--- src/tmwo_pkg.sv ---
// Shared types, sizes, register indexes and helpers for the tile map wall outline block.
// No dependencies; every other file in src imports this package.
package tmwo_pkg;

   localparam int MAX_WIDTH  = 256;
   localparam int MAX_HEIGHT = 256;
   localparam int TILE_BITS  = 4;

   localparam int COL_BITS     = $clog2(MAX_WIDTH);
   localparam int ROW_BITS     = $clog2(MAX_HEIGHT);
   localparam int SIZE_BITS    = 9;
   localparam int POS_BITS     = COL_BITS + ROW_BITS;
   localparam int AREA_BITS    = POS_BITS + 1;
   localparam int DIV_CNT_BITS = $clog2(POS_BITS + 1);

   localparam int QUEUE_DEPTH = 4;
   localparam int QPTR_BITS   = $clog2(QUEUE_DEPTH);
   localparam int QCOUNT_BITS = $clog2(QUEUE_DEPTH + 1);

   localparam int CSR_INDEX_BITS = 3;
   localparam int CSR_DATA_BITS  = SIZE_BITS;

   localparam logic [CSR_INDEX_BITS-1:0] REG_MAP_WIDTH  = 3'd0;
   localparam logic [CSR_INDEX_BITS-1:0] REG_MAP_HEIGHT = 3'd1;
   localparam logic [CSR_INDEX_BITS-1:0] REG_EMPTY_CODE = 3'd2;
   localparam logic [CSR_INDEX_BITS-1:0] REG_FLOOR_CODE = 3'd3;
   localparam logic [CSR_INDEX_BITS-1:0] REG_WALL_CODE  = 3'd4;

   localparam int REQ_DATA_BITS = ((TILE_BITS + 7) / 8) * 8;
   localparam int RSP_FIELD_BITS = TILE_BITS + COL_BITS + ROW_BITS;
   localparam int RSP_DATA_BITS = ((RSP_FIELD_BITS + 7) / 8) * 8;

   typedef logic [TILE_BITS-1:0] tile_type;

   typedef struct packed {
      logic [SIZE_BITS-1:0] map_width;
      logic [SIZE_BITS-1:0] map_height;
      tile_type             empty_code;
      tile_type             floor_code;
      tile_type             wall_code;
   } cfg_type;

   // which sides of the output tile lie on the map border
   typedef struct packed {
      logic left;
      logic right;
      logic top;
      logic bottom;
   } bounds_type;

   typedef struct packed {
      tile_type            tile;
      logic [COL_BITS-1:0] col;
      logic                emit;
      logic                frame_end;
      bounds_type          bounds;
      logic [COL_BITS-1:0] ocol;
      logic [ROW_BITS-1:0] orow;
   } item_type;

   typedef struct packed {
      tile_type up;
      tile_type mid;
      tile_type down;
   } column_type;

   function automatic logic [SIZE_BITS-1:0] clamp_size(input logic [SIZE_BITS-1:0] v,
                                                       input logic [SIZE_BITS-1:0] maxv);
      logic [SIZE_BITS-1:0] r;
      if (v == '0) begin
         r = SIZE_BITS'(1);
      end else if (v > maxv) begin
         r = maxv;
      end else begin
         r = v;
      end
      return r;
   endfunction

endpackage

--- src/tmwo_front.sv ---
// Front end: accepts tiles, tracks input and output raster positions, classifies each item.
// Recomputes the output column and row with a serial divider after a register write. Uses tmwo_pkg.
module tmwo_front (
   input  logic               clock,
   input  logic               reset,
   input  tmwo_pkg::cfg_type  cfg,
   input  logic               cfg_write,
   input  logic               req_valid,
   input  logic               req_action,
   input  tmwo_pkg::tile_type req_tile,
   input  logic               queue_ready,
   output logic               req_ready,
   output logic               push,
   output tmwo_pkg::item_type push_item
);
   import tmwo_pkg::*;

   localparam int DIV_BITS = SIZE_BITS + 1;

   logic [SIZE_BITS-1:0] w, h;
   logic [AREA_BITS-1:0] area_ff, area_in;

   logic [COL_BITS-1:0] in_col_ff, in_col_in;
   logic [1:0]          row_ff, row_in;
   logic [POS_BITS-1:0] out_pos_ff, out_pos_in;
   logic [COL_BITS-1:0] ocol_ff, ocol_in;
   logic [ROW_BITS-1:0] orow_ff, orow_in;

   logic                    div_busy_ff;
   logic [DIV_CNT_BITS-1:0] div_cnt_ff;
   logic [SIZE_BITS-1:0]    div_rem_ff;
   logic [POS_BITS-1:0]     div_quo_ff;
   logic [DIV_BITS-1:0]     div_shift, div_diff;
   logic                    div_ge;

   logic lead, past, last, emit, restart, col_wrap, ocol_wrap;
   logic [AREA_BITS-1:0] pos_next;

   assign w       = clamp_size(cfg.map_width, SIZE_BITS'(MAX_WIDTH));
   assign h       = clamp_size(cfg.map_height, SIZE_BITS'(MAX_HEIGHT));
   assign area_in = AREA_BITS'(w) * AREA_BITS'(h);

   assign req_ready = !div_busy_ff && queue_ready;
   assign push      = req_valid && req_ready;

   // no result until one row plus one tile has gone in
   assign lead = (row_ff == 2'd0) ? (SIZE_BITS'(in_col_ff) <= w)
                                  : ((row_ff == 2'd1) && (in_col_ff == '0));
   assign past      = AREA_BITS'(out_pos_ff) >= area_ff;
   assign pos_next  = AREA_BITS'(out_pos_ff) + AREA_BITS'(1);
   assign last      = pos_next == area_ff;
   assign emit      = !lead && !past;
   assign restart   = (!lead && past) || (emit && last);
   assign col_wrap  = (SIZE_BITS'(in_col_ff) + SIZE_BITS'(1)) >= w;
   assign ocol_wrap = (SIZE_BITS'(ocol_ff) + SIZE_BITS'(1)) == w;

   always_comb begin
      push_item.tile          = req_action ? cfg.empty_code : req_tile;
      push_item.col           = in_col_ff;
      push_item.emit          = emit;
      push_item.frame_end     = last;
      push_item.bounds.left   = ocol_ff == '0;
      push_item.bounds.right  = ocol_wrap;
      push_item.bounds.top    = orow_ff == '0;
      push_item.bounds.bottom = (SIZE_BITS'(orow_ff) + SIZE_BITS'(1)) == h;
      push_item.ocol          = ocol_ff;
      push_item.orow          = orow_ff;
   end

   // one restoring step per cycle
   assign div_shift = {div_rem_ff, div_quo_ff[POS_BITS-1]};
   assign div_ge    = div_shift >= DIV_BITS'(w);
   assign div_diff  = div_shift - DIV_BITS'(w);

   always_comb begin
      in_col_in  = in_col_ff;
      row_in     = row_ff;
      out_pos_in = out_pos_ff;
      ocol_in    = ocol_ff;
      orow_in    = orow_ff;
      if (push) begin
         if (col_wrap) begin
            in_col_in = '0;
            if (row_ff != 2'd2) begin
               row_in = row_ff + 2'd1;
            end
         end else begin
            in_col_in = in_col_ff + COL_BITS'(1);
         end
         if (emit) begin
            out_pos_in = out_pos_ff + POS_BITS'(1);
            if (ocol_wrap) begin
               ocol_in = '0;
               orow_in = orow_ff + ROW_BITS'(1);
            end else begin
               ocol_in = ocol_ff + COL_BITS'(1);
            end
         end
         if (restart) begin
            in_col_in  = '0;
            row_in     = '0;
            out_pos_in = '0;
            ocol_in    = '0;
            orow_in    = '0;
         end
      end else if (div_busy_ff && (div_cnt_ff == '0)) begin
         ocol_in = div_rem_ff[COL_BITS-1:0];
         orow_in = div_quo_ff[ROW_BITS-1:0];
      end
   end

   always_ff @(posedge clock) begin
      area_ff <= area_in;
      if (reset) begin
         in_col_ff   <= '0;
         row_ff      <= '0;
         out_pos_ff  <= '0;
         ocol_ff     <= '0;
         orow_ff     <= '0;
         div_busy_ff <= 1'b0;
         div_cnt_ff  <= '0;
      end else begin
         in_col_ff  <= in_col_in;
         row_ff     <= row_in;
         out_pos_ff <= out_pos_in;
         ocol_ff    <= ocol_in;
         orow_ff    <= orow_in;
         if (cfg_write) begin
            div_busy_ff <= 1'b1;
            div_cnt_ff  <= DIV_CNT_BITS'(POS_BITS);
         end else if (div_busy_ff) begin
            if (div_cnt_ff == '0) begin
               div_busy_ff <= 1'b0;
            end else begin
               div_cnt_ff <= div_cnt_ff - DIV_CNT_BITS'(1);
            end
         end
      end
   end

   always_ff @(posedge clock) begin
      if (cfg_write) begin
         div_rem_ff <= '0;
         div_quo_ff <= out_pos_ff;
      end else if (div_busy_ff && (div_cnt_ff != '0)) begin
         div_rem_ff <= div_ge ? div_diff[SIZE_BITS-1:0] : div_shift[SIZE_BITS-1:0];
         div_quo_ff <= {div_quo_ff[POS_BITS-2:0], div_ge};
      end
   end

   assert property (@(posedge clock) disable iff (reset)
      push && emit |-> (SIZE_BITS'(ocol_ff) < w) && (SIZE_BITS'(orow_ff) < h))
      else $error("emitted tile lies outside the map");

   assert property (@(posedge clock) disable iff (reset)
      push && restart |=> (out_pos_ff == '0) && (in_col_ff == '0) && (row_ff == '0))
      else $error("position counters did not restart");

endmodule

--- src/tmwo_fifo.sv ---
// Short item queue between the front end and the back end.
// Holds classified items so either side can stall alone. Uses tmwo_pkg.
module tmwo_fifo (
   input  logic               clock,
   input  logic               reset,
   input  logic               push,
   input  tmwo_pkg::item_type push_item,
   output logic               push_ready,
   input  logic               pop,
   output logic               pop_valid,
   output tmwo_pkg::item_type pop_item
);
   import tmwo_pkg::*;

   item_type                entry_ff [QUEUE_DEPTH];
   logic [QPTR_BITS-1:0]    wr_ptr_ff, rd_ptr_ff;
   logic [QCOUNT_BITS-1:0]  count_ff;

   assign push_ready = count_ff != QCOUNT_BITS'(QUEUE_DEPTH);
   assign pop_valid  = count_ff != '0;
   assign pop_item   = entry_ff[rd_ptr_ff];

   always_ff @(posedge clock) begin
      if (push) begin
         entry_ff[wr_ptr_ff] <= push_item;
      end
   end

   always_ff @(posedge clock) begin
      if (reset) begin
         wr_ptr_ff <= '0;
         rd_ptr_ff <= '0;
         count_ff  <= '0;
      end else begin
         if (push) begin
            wr_ptr_ff <= wr_ptr_ff + QPTR_BITS'(1);
         end
         if (pop) begin
            rd_ptr_ff <= rd_ptr_ff + QPTR_BITS'(1);
         end
         if (push && !pop) begin
            count_ff <= count_ff + QCOUNT_BITS'(1);
         end else if (pop && !push) begin
            count_ff <= count_ff - QCOUNT_BITS'(1);
         end
      end
   end

   assert property (@(posedge clock) disable iff (reset)
      (push |-> push_ready) and (pop |-> pop_valid))
      else $error("queue overrun or underrun");

endmodule

--- src/tmwo_back.sv ---
// Back end: two line stores, the 3x3 window and the wall decision, plus the result register.
// Takes items from tmwo_fifo. Uses tmwo_pkg.
module tmwo_back (
   input  logic                         clock,
   input  logic                         reset,
   input  tmwo_pkg::cfg_type            cfg,
   input  logic                         q_valid,
   input  tmwo_pkg::item_type           q_item,
   output logic                         q_pop,
   output logic                         rsp_valid,
   input  logic                         rsp_ready,
   output tmwo_pkg::tile_type           rsp_tile,
   output logic [tmwo_pkg::COL_BITS-1:0] rsp_col,
   output logic [tmwo_pkg::ROW_BITS-1:0] rsp_row,
   output logic                         rsp_last
);
   import tmwo_pkg::*;

   tile_type store_a [MAX_WIDTH];
   tile_type store_b [MAX_WIDTH];
   tile_type rd_a_ff, rd_b_ff;

   logic     s1_valid_ff;
   item_type s1_item_ff;

   logic                fwd_valid_ff;
   logic [COL_BITS-1:0] fwd_col_ff;
   tile_type            fwd_a_ff, fwd_b_ff;

   column_type win_mid_ff, win_right_ff;
   column_type left_col, centre_col, right_col;

   logic       en, hit, near_floor;
   tile_type   up1, up2, result;
   bounds_type b;
   tile_type   rsp_tile_ff;
   logic [COL_BITS-1:0] rsp_col_ff;
   logic [ROW_BITS-1:0] rsp_row_ff;
   logic       rsp_valid_ff, rsp_last_ff;

   assign en    = !rsp_valid_ff || rsp_ready;
   assign q_pop = en && q_valid;

   // the store write of the item just ahead lands on the same edge as this read
   assign hit = fwd_valid_ff && (fwd_col_ff == s1_item_ff.col);
   assign up1 = hit ? fwd_a_ff : rd_a_ff;
   assign up2 = hit ? fwd_b_ff : rd_b_ff;

   assign left_col   = win_mid_ff;
   assign centre_col = win_right_ff;
   always_comb begin
      right_col.up   = up2;
      right_col.mid  = up1;
      right_col.down = s1_item_ff.tile;
   end

   assign b = s1_item_ff.bounds;
   always_comb begin
      near_floor = (!b.left && !b.top && (left_col.up == cfg.floor_code))
                || (!b.left && (left_col.mid == cfg.floor_code))
                || (!b.left && !b.bottom && (left_col.down == cfg.floor_code))
                || (!b.top && (centre_col.up == cfg.floor_code))
                || (!b.bottom && (centre_col.down == cfg.floor_code))
                || (!b.right && !b.top && (right_col.up == cfg.floor_code))
                || (!b.right && (right_col.mid == cfg.floor_code))
                || (!b.right && !b.bottom && (right_col.down == cfg.floor_code));
      result = ((centre_col.mid == cfg.empty_code) && near_floor) ? cfg.wall_code
                                                                  : centre_col.mid;
   end

   always_ff @(posedge clock) begin
      if (q_pop) begin
         rd_a_ff <= store_a[q_item.col];
         rd_b_ff <= store_b[q_item.col];
      end
      if (en && s1_valid_ff) begin
         store_a[s1_item_ff.col] <= s1_item_ff.tile;
         store_b[s1_item_ff.col] <= up1;
      end
   end

   always_ff @(posedge clock) begin
      if (en) begin
         s1_item_ff  <= q_item;
         fwd_col_ff  <= s1_item_ff.col;
         fwd_a_ff    <= s1_item_ff.tile;
         fwd_b_ff    <= up1;
         rsp_tile_ff <= result;
         rsp_col_ff  <= s1_item_ff.ocol;
         rsp_row_ff  <= s1_item_ff.orow;
         rsp_last_ff <= s1_item_ff.frame_end;
      end
   end

   always_ff @(posedge clock) begin
      if (reset) begin
         s1_valid_ff  <= 1'b0;
         fwd_valid_ff <= 1'b0;
         rsp_valid_ff <= 1'b0;
         win_mid_ff   <= '0;
         win_right_ff <= '0;
      end else if (en) begin
         s1_valid_ff  <= q_valid;
         fwd_valid_ff <= s1_valid_ff;
         rsp_valid_ff <= s1_valid_ff && s1_item_ff.emit;
         if (s1_valid_ff) begin
            win_mid_ff   <= centre_col;
            win_right_ff <= right_col;
         end
      end
   end

   assign rsp_valid = rsp_valid_ff;
   assign rsp_tile  = rsp_tile_ff;
   assign rsp_col   = rsp_col_ff;
   assign rsp_row   = rsp_row_ff;
   assign rsp_last  = rsp_last_ff;

   assert property (@(posedge clock) disable iff (reset)
      !en && s1_valid_ff |=> s1_valid_ff && $stable(s1_item_ff) && $stable(win_right_ff))
      else $error("window stage moved during a result stall");

endmodule

--- src/tile_map_wall_outline.sv ---
// Top level of the tile map wall outline block: register file, port packing, sub-blocks.
// Instantiates tmwo_front, tmwo_fifo and tmwo_back; uses tmwo_pkg.
//
//   channel  direction  ports                                 moves
//   req      in         req_tvalid/tready, tdata, tuser       one map tile or flush item
//   rsp      out        rsp_tvalid/tready, tdata, tlast       one finished tile
//   csr      in         csr_valid/ready, csr_index, csr_data  one register write
//
// One item per cycle unless rsp_tready is low or the divider is busy; results are registered.
// Results trail the input by one map row plus one tile; that many flush items drain a frame.
// After each register write the front runs a 16-step divider to rebuild the output
// column and row, and holds req_tready low while it runs.
// Synchronous active-high reset clears counters, window and valid flags; line stores
// are not cleared. A stalled rsp side backs up through a 4-entry queue to req_tready.
module tile_map_wall_outline (
   input  logic                              clock,
   input  logic                              reset,
   // req: tdata = tile_in[3:0], zero padded; tuser = action
   input  logic                              req_tvalid,
   output logic                              req_tready,
   input  logic [tmwo_pkg::REQ_DATA_BITS-1:0] req_tdata,
   input  logic                              req_tuser,
   // rsp: tdata = tile_out[3:0], out_col[11:4], out_row[19:12], zero padded; tlast = frame_end
   output logic                              rsp_tvalid,
   input  logic                              rsp_tready,
   output logic [tmwo_pkg::RSP_DATA_BITS-1:0] rsp_tdata,
   output logic                              rsp_tlast,
   // csr: register write port
   input  logic                              csr_valid,
   output logic                              csr_ready,
   input  logic [tmwo_pkg::CSR_INDEX_BITS-1:0] csr_index,
   input  logic [tmwo_pkg::CSR_DATA_BITS-1:0]  csr_data
);
   import tmwo_pkg::*;

   cfg_type  cfg_ff;
   logic     csr_write;

   logic     push, queue_ready, q_valid, q_pop;
   item_type push_item, q_item;

   tile_type            rsp_tile;
   logic [COL_BITS-1:0] rsp_col;
   logic [ROW_BITS-1:0] rsp_row;

   // writes are always taken; the host must write only while the block is idle; not enforced
   assign csr_ready = 1'b1;
   assign csr_write = csr_valid && csr_ready;

   always_ff @(posedge clock) begin
      if (reset) begin
         cfg_ff.map_width  <= SIZE_BITS'(128);
         cfg_ff.map_height <= SIZE_BITS'(128);
         cfg_ff.empty_code <= TILE_BITS'(0);
         cfg_ff.floor_code <= TILE_BITS'(1);
         cfg_ff.wall_code  <= TILE_BITS'(2);
      end else if (csr_write) begin
         unique case (csr_index)
            REG_MAP_WIDTH:  cfg_ff.map_width  <= csr_data[SIZE_BITS-1:0];
            REG_MAP_HEIGHT: cfg_ff.map_height <= csr_data[SIZE_BITS-1:0];
            REG_EMPTY_CODE: cfg_ff.empty_code <= csr_data[TILE_BITS-1:0];
            REG_FLOOR_CODE: cfg_ff.floor_code <= csr_data[TILE_BITS-1:0];
            REG_WALL_CODE:  cfg_ff.wall_code  <= csr_data[TILE_BITS-1:0];
            default: begin
               // drop writes to unused indexes
            end
         endcase
      end
   end

   // classify: position tracking, lead-in and frame end
   tmwo_front u_front (
      .clock       (clock),
      .reset       (reset),
      .cfg         (cfg_ff),
      .cfg_write   (csr_write),
      .req_valid   (req_tvalid),
      .req_action  (req_tuser),
      .req_tile    (req_tdata[TILE_BITS-1:0]),
      .queue_ready (queue_ready),
      .req_ready   (req_tready),
      .push        (push),
      .push_item   (push_item)
   );

   tmwo_fifo u_fifo (
      .clock      (clock),
      .reset      (reset),
      .push       (push),
      .push_item  (push_item),
      .push_ready (queue_ready),
      .pop        (q_pop),
      .pop_valid  (q_valid),
      .pop_item   (q_item)
   );

   // execute: line stores, window, wall decision, result register
   tmwo_back u_back (
      .clock     (clock),
      .reset     (reset),
      .cfg       (cfg_ff),
      .q_valid   (q_valid),
      .q_item    (q_item),
      .q_pop     (q_pop),
      .rsp_valid (rsp_tvalid),
      .rsp_ready (rsp_tready),
      .rsp_tile  (rsp_tile),
      .rsp_col   (rsp_col),
      .rsp_row   (rsp_row),
      .rsp_last  (rsp_tlast)
   );

   assign rsp_tdata = {(RSP_DATA_BITS - RSP_FIELD_BITS)'(0), rsp_row, rsp_col, rsp_tile};

endmodule

--- config.mk ---
export PLATFORM = sky130hd
export DESIGN_NAME = tile_map_wall_outline
export DESIGN_NICKNAME = d
export VERILOG_FILES = /design/src/tmwo_pkg.sv /design/src/tmwo_front.sv /design/src/tmwo_fifo.sv /design/src/tmwo_back.sv /design/src/tile_map_wall_outline.sv
export SDC_FILE = /design/constraint.sdc
export NUM_CORES = 2
export LEC_CHECK = 0
export BUFFER_PORTS_ARGS = -buffer_cell sky130_fd_sc_hd__buf_4
export CORE_AREA = 4 4 449 451
export DETAILED_ROUTE_END_ITERATION = 6
export DIE_AREA = 0 0 453 455
export PLACE_DENSITY = 0.79
export RECOVER_POWER = 50
export SYNTH_ARGS = -nofsm -noshare
export SYNTH_HDL_FRONTEND = slang
export SYNTH_HIERARCHICAL = 1
export SYNTH_SLANG_ARGS = --single-unit
--- constraint.sdc ---
create_clock -name clock -period 4.91 [get_ports clock]
set_input_delay 0.491 -clock clock [delete_from_list [all_inputs] [get_ports clock]]
set_output_delay 0.491 -clock clock [all_outputs]
set_load 0.02 [all_outputs]
==> results.sh <==
export IMPL_outcome="finished, violations left"
export IMPL_violations="max-capacitance violations, max-slew violations, negative setup slack"
export IMPL_drcViolationCount=0
export IMPL_hold_violations=0
export IMPL_cts_num_sinks=2419
export IMPL_num_rows=163
export IMPL_final_setup_viol_count=1
export IMPL_synth_area_leader_cell="edfxtp_1"
export IMPL_max_freq_ghz=0.203
export IMPL_fillCellCount=13900
export IMPL_cts_made_buffers=224
export IMPL_worstSetupStartpointType="register"
export IMPL_dp_cells=7590
export IMPL_relSlewSlack_pct=-133
export IMPL_skew_ps=104
export IMPL_cp_max_fo=44
export IMPL_yosys_warnings=6
export IMPL_wirelength_mm=246
export IMPL_synth_area_per_cell_um2=19.5
export IMPL_fin_tns_setup_ps=-26.4
export IMPL_finalNonFillerCells=8026
export IMPL_async_flop_share_pct=0
export IMPL_synth_edf_count=2279
export IMPL_fin_crit_ps=4940
export IMPL_synth_area_leaders="edfxtp_1 (70%), mux4_2 (15%), dfxtp_1 (2.8%)"
export IMPL_first_global_vias=52000
export IMPL_viasPerCell=6.44
export IMPL_wl_per_cell_um=30.6
export IMPL_synth_distinct_cells=86
export IMPL_cts_htree_levels=4
export IMPL_rsz0062_at_grt="true"
export IMPL_synth_top_family_by_area="multiplexers"
export IMPL_setup_ws_ps=-26.4
export IMPL_netlist_area_um2=98400
export IMPL_max_stage_delay_ps=1420
export IMPL_place_area_um2=102000
export IMPL_io_buffers=44
export IMPL_slowest_stage="mux4_2"
export IMPL_start_util_pct=49.9
export IMPL_ioPinCount=54
export IMPL_grt_max_degree=173
export IMPL_p_leak_nw=35.1
export IMPL_tightest_slew_ps=3480
export IMPL_design_core_area_um2=197000
export IMPL_gp_congestion=0.868
export IMPL_crit_family="multiplexers"
export IMPL_use_met2_pct=39.2
export IMPL_ant_nets=0
export IMPL_hold_path_class="in -> reg"
export IMPL_worst_hold_slack_ps=86.2
export IMPL_drtIter0Drc=7627
export IMPL_gr_usage_met1_pct=31.0
export IMPL_dieArea_um2=206000
export IMPL_seq_area_frac_synth_pct=72.4
export IMPL_synth_compound_area_share_pct=2.18
export IMPL_first_pass_iters=6
export IMPL_clock_tree_root_cell="clkbuf_16"
export IMPL_grt_pass1_wl_mm=362
export IMPL_ir_drop_v=0.000511
export IMPL_arrival_ps=5480
export IMPL_synth_xor_area_share_pct=1.06
export IMPL_synthCells=5039
export IMPL_area_growth_synth_to_final_pct=11.5
export IMPL_clock_path_buffers=3
export IMPL_chipHeight_um=455
export IMPL_post_place_ws_ps=-207
export IMPL_insertion_delay_ps=880
export IMPL_vias=51700
export IMPL_fp_dieW_um=453
export IMPL_antenna_found_initial=6
export IMPL_drv_cap=16
export IMPL_clk_pin_slew_worst_paths_ps=70
export IMPL_synthSimpleGateAreaFrac_pct=4.03
export IMPL_busiest_layer="met2"
export IMPL_synthFlopType="edfxtp_1"
export IMPL_cts_tree="built"
export IMPL_cp_required_ps=5450
export IMPL_ys_ff_latch=2419
export IMPL_drive_gt1_share_pct=22.9
export IMPL_place_hpwl_mm=136
export IMPL_fin_nets=5366
export IMPL_netlist_area_leader_share_pct=69.5
export IMPL_synth_most_common_cell="edfxtp_1"
export IMPL_synth_mux_area_share_pct=16.2
export IMPL_finalInstanceArea_um2=110000
export IMPL_p_per_area_nw_per_um2=560
export IMPL_final_util_pct=55.7
export IMPL_overflow=0
export IMPL_crit_buf_inv=2
export IMPL_synth_adder_area_share_pct=2.24
export IMPL_drv_slew=1190
export IMPL_crit_type="reg -> reg"
export IMPL_fin_crit_sh_pct=101
export IMPL_total_power_mw=61.5
export IMPL_crit_chain="buf_4 -> mux4_2 -> buf_12 -> mux4_2 -> a22oi_1 -> nand2_1 -> nand3_1 -> nand3_1"
export IMPL_yosys_top_cells_count="edfxtp_1 (2279), mux4_2 (670), nor2_1 (391)"
export IMPL_track_usage_pct=23.8
export IMPL_cp_end_kind="register"
export IMPL_use_met3_pct=5.41
-- per-layer routing --
metal  share of wire (%)  vias up
met5               0.014        -
met4                 4.7        6
met3                  10      664
met2                  49     3633
met1                  36    26800
li1                    -    20600
-- sequential cells by signal (all words and copies together) (netlist names), 9 cells and up, named ones only --
register and flops:
u_back/centre_col 12, cfg_ff 30, u_front/area_ff 17, u_back/store_b 1024, u_back/left_col 12, u_front/div_quo_ff 16
u_back/s1_item_ff 26, u_front/div_rem_ff 9, u_back/store_a 1024, u_fifo/entry_ff 136, u_front/out_pos_ff 16
-- worst paths after layout --
| kind | startpoint | to | slack (ps) | cells after the start |
|---|---|---|---|---|
| worst max-delay path | register | u_back/rd_a_ff[3] | -30 | 8 |
| worst max register to register | register | u_back/rd_a_ff[3] | -30 | 8 |
| worst min-delay path | req_tuser | u_fifo/entry_ff[2][31] | 90 | 2 |
| worst min register to register | u_back/s1_item_ff[8] | u_back/rsp_col[0] | 420 | 0 |
-- worst reg2reg max path, cell delays in order (launching register included) --
cell and delay, ps:
dfxtp_1 410, buf_4 580, mux4_2 1440, buf_12 420
mux4_2 530, a22oi_1 440, nand2_1 370, nand3_1 230
nand3_1 180
-- cells in the final DEF, fill, tap and decap left out, drive strengths merged, types with 7 or more instances in the layout --
master / synthesis / routed
edfxtp: 2279 / 2279
mux4: 674 / 674
nor2: 392 / 392
clkbuf: 177 / 333
nand2: 181 / 181
buf: 117 / 153
dfxtp: 140 / 140
inv: 132 / 140
ha: 95 / 95
clkinv: 0 / 93
a21oi: 74 / 74
xnor2: 70 / 70
a22oi: 57 / 57
nand3: 55 / 55
o21ai: 54 / 54
fa: 51 / 51
xor2: 49 / 49
nand2b: 47 / 47
mux2i: 45 / 45
nor2b: 31 / 31
nor3: 30 / 30
mux2: 30 / 30
a211oi: 24 / 24
bufinv: 0 / 22
nand4: 21 / 21
nor4: 21 / 21
a22o: 19 / 19
and2: 19 / 19
and3: 17 / 17
dlygate4sd3: 0 / 15
clkinvlp: 0 / 12
a31oi: 10 / 10
a21o: 10 / 10
or2: 9 / 9
or3: 7 / 7
-- layout make-up --
class / instances / area, um2 / area share (%)
clock buffers: 282 / 5920 / 5.40
flip-flops and latches: 2419 / 71200 / 64.9
well taps: 2640 / 3300 / 3.01
multi-input cells: 2197 / 25500 / 23.3
clock inverters: 135 / 1470 / 1.34
repair buffers: 220 / 1780 / 1.62
inverters: 132 / 499 / 0.455
diodes: 1 / 2.50 / 0.00228
-- power by group --
group / switching [mW] / leakage, nW / internal (mW)
Sequential: 0.531 / 21.9 / 26.1
Combinational: 10.8 / 9.63 / 6.52
Clock: 7.80 / 3.58 / 9.75
-- what timing repair did --
item	in CTS	in global routing
pin swaps	10	8
buffers inserted	2	1
endpoints found under the setup margin	3	5
gates cloned	0	0
resized for setup	10	13
endpoints found under the hold margin	47	0
hold buffers	15	0
-- cells by family after synthesis --
group,after synthesis
other cells,2
buf+inv,426
mux,749
flops,2419
fa+ha+maj,146
simple gates,862
xor+xnor,119
compound gates,316
(Power assumes the default switching activity.)
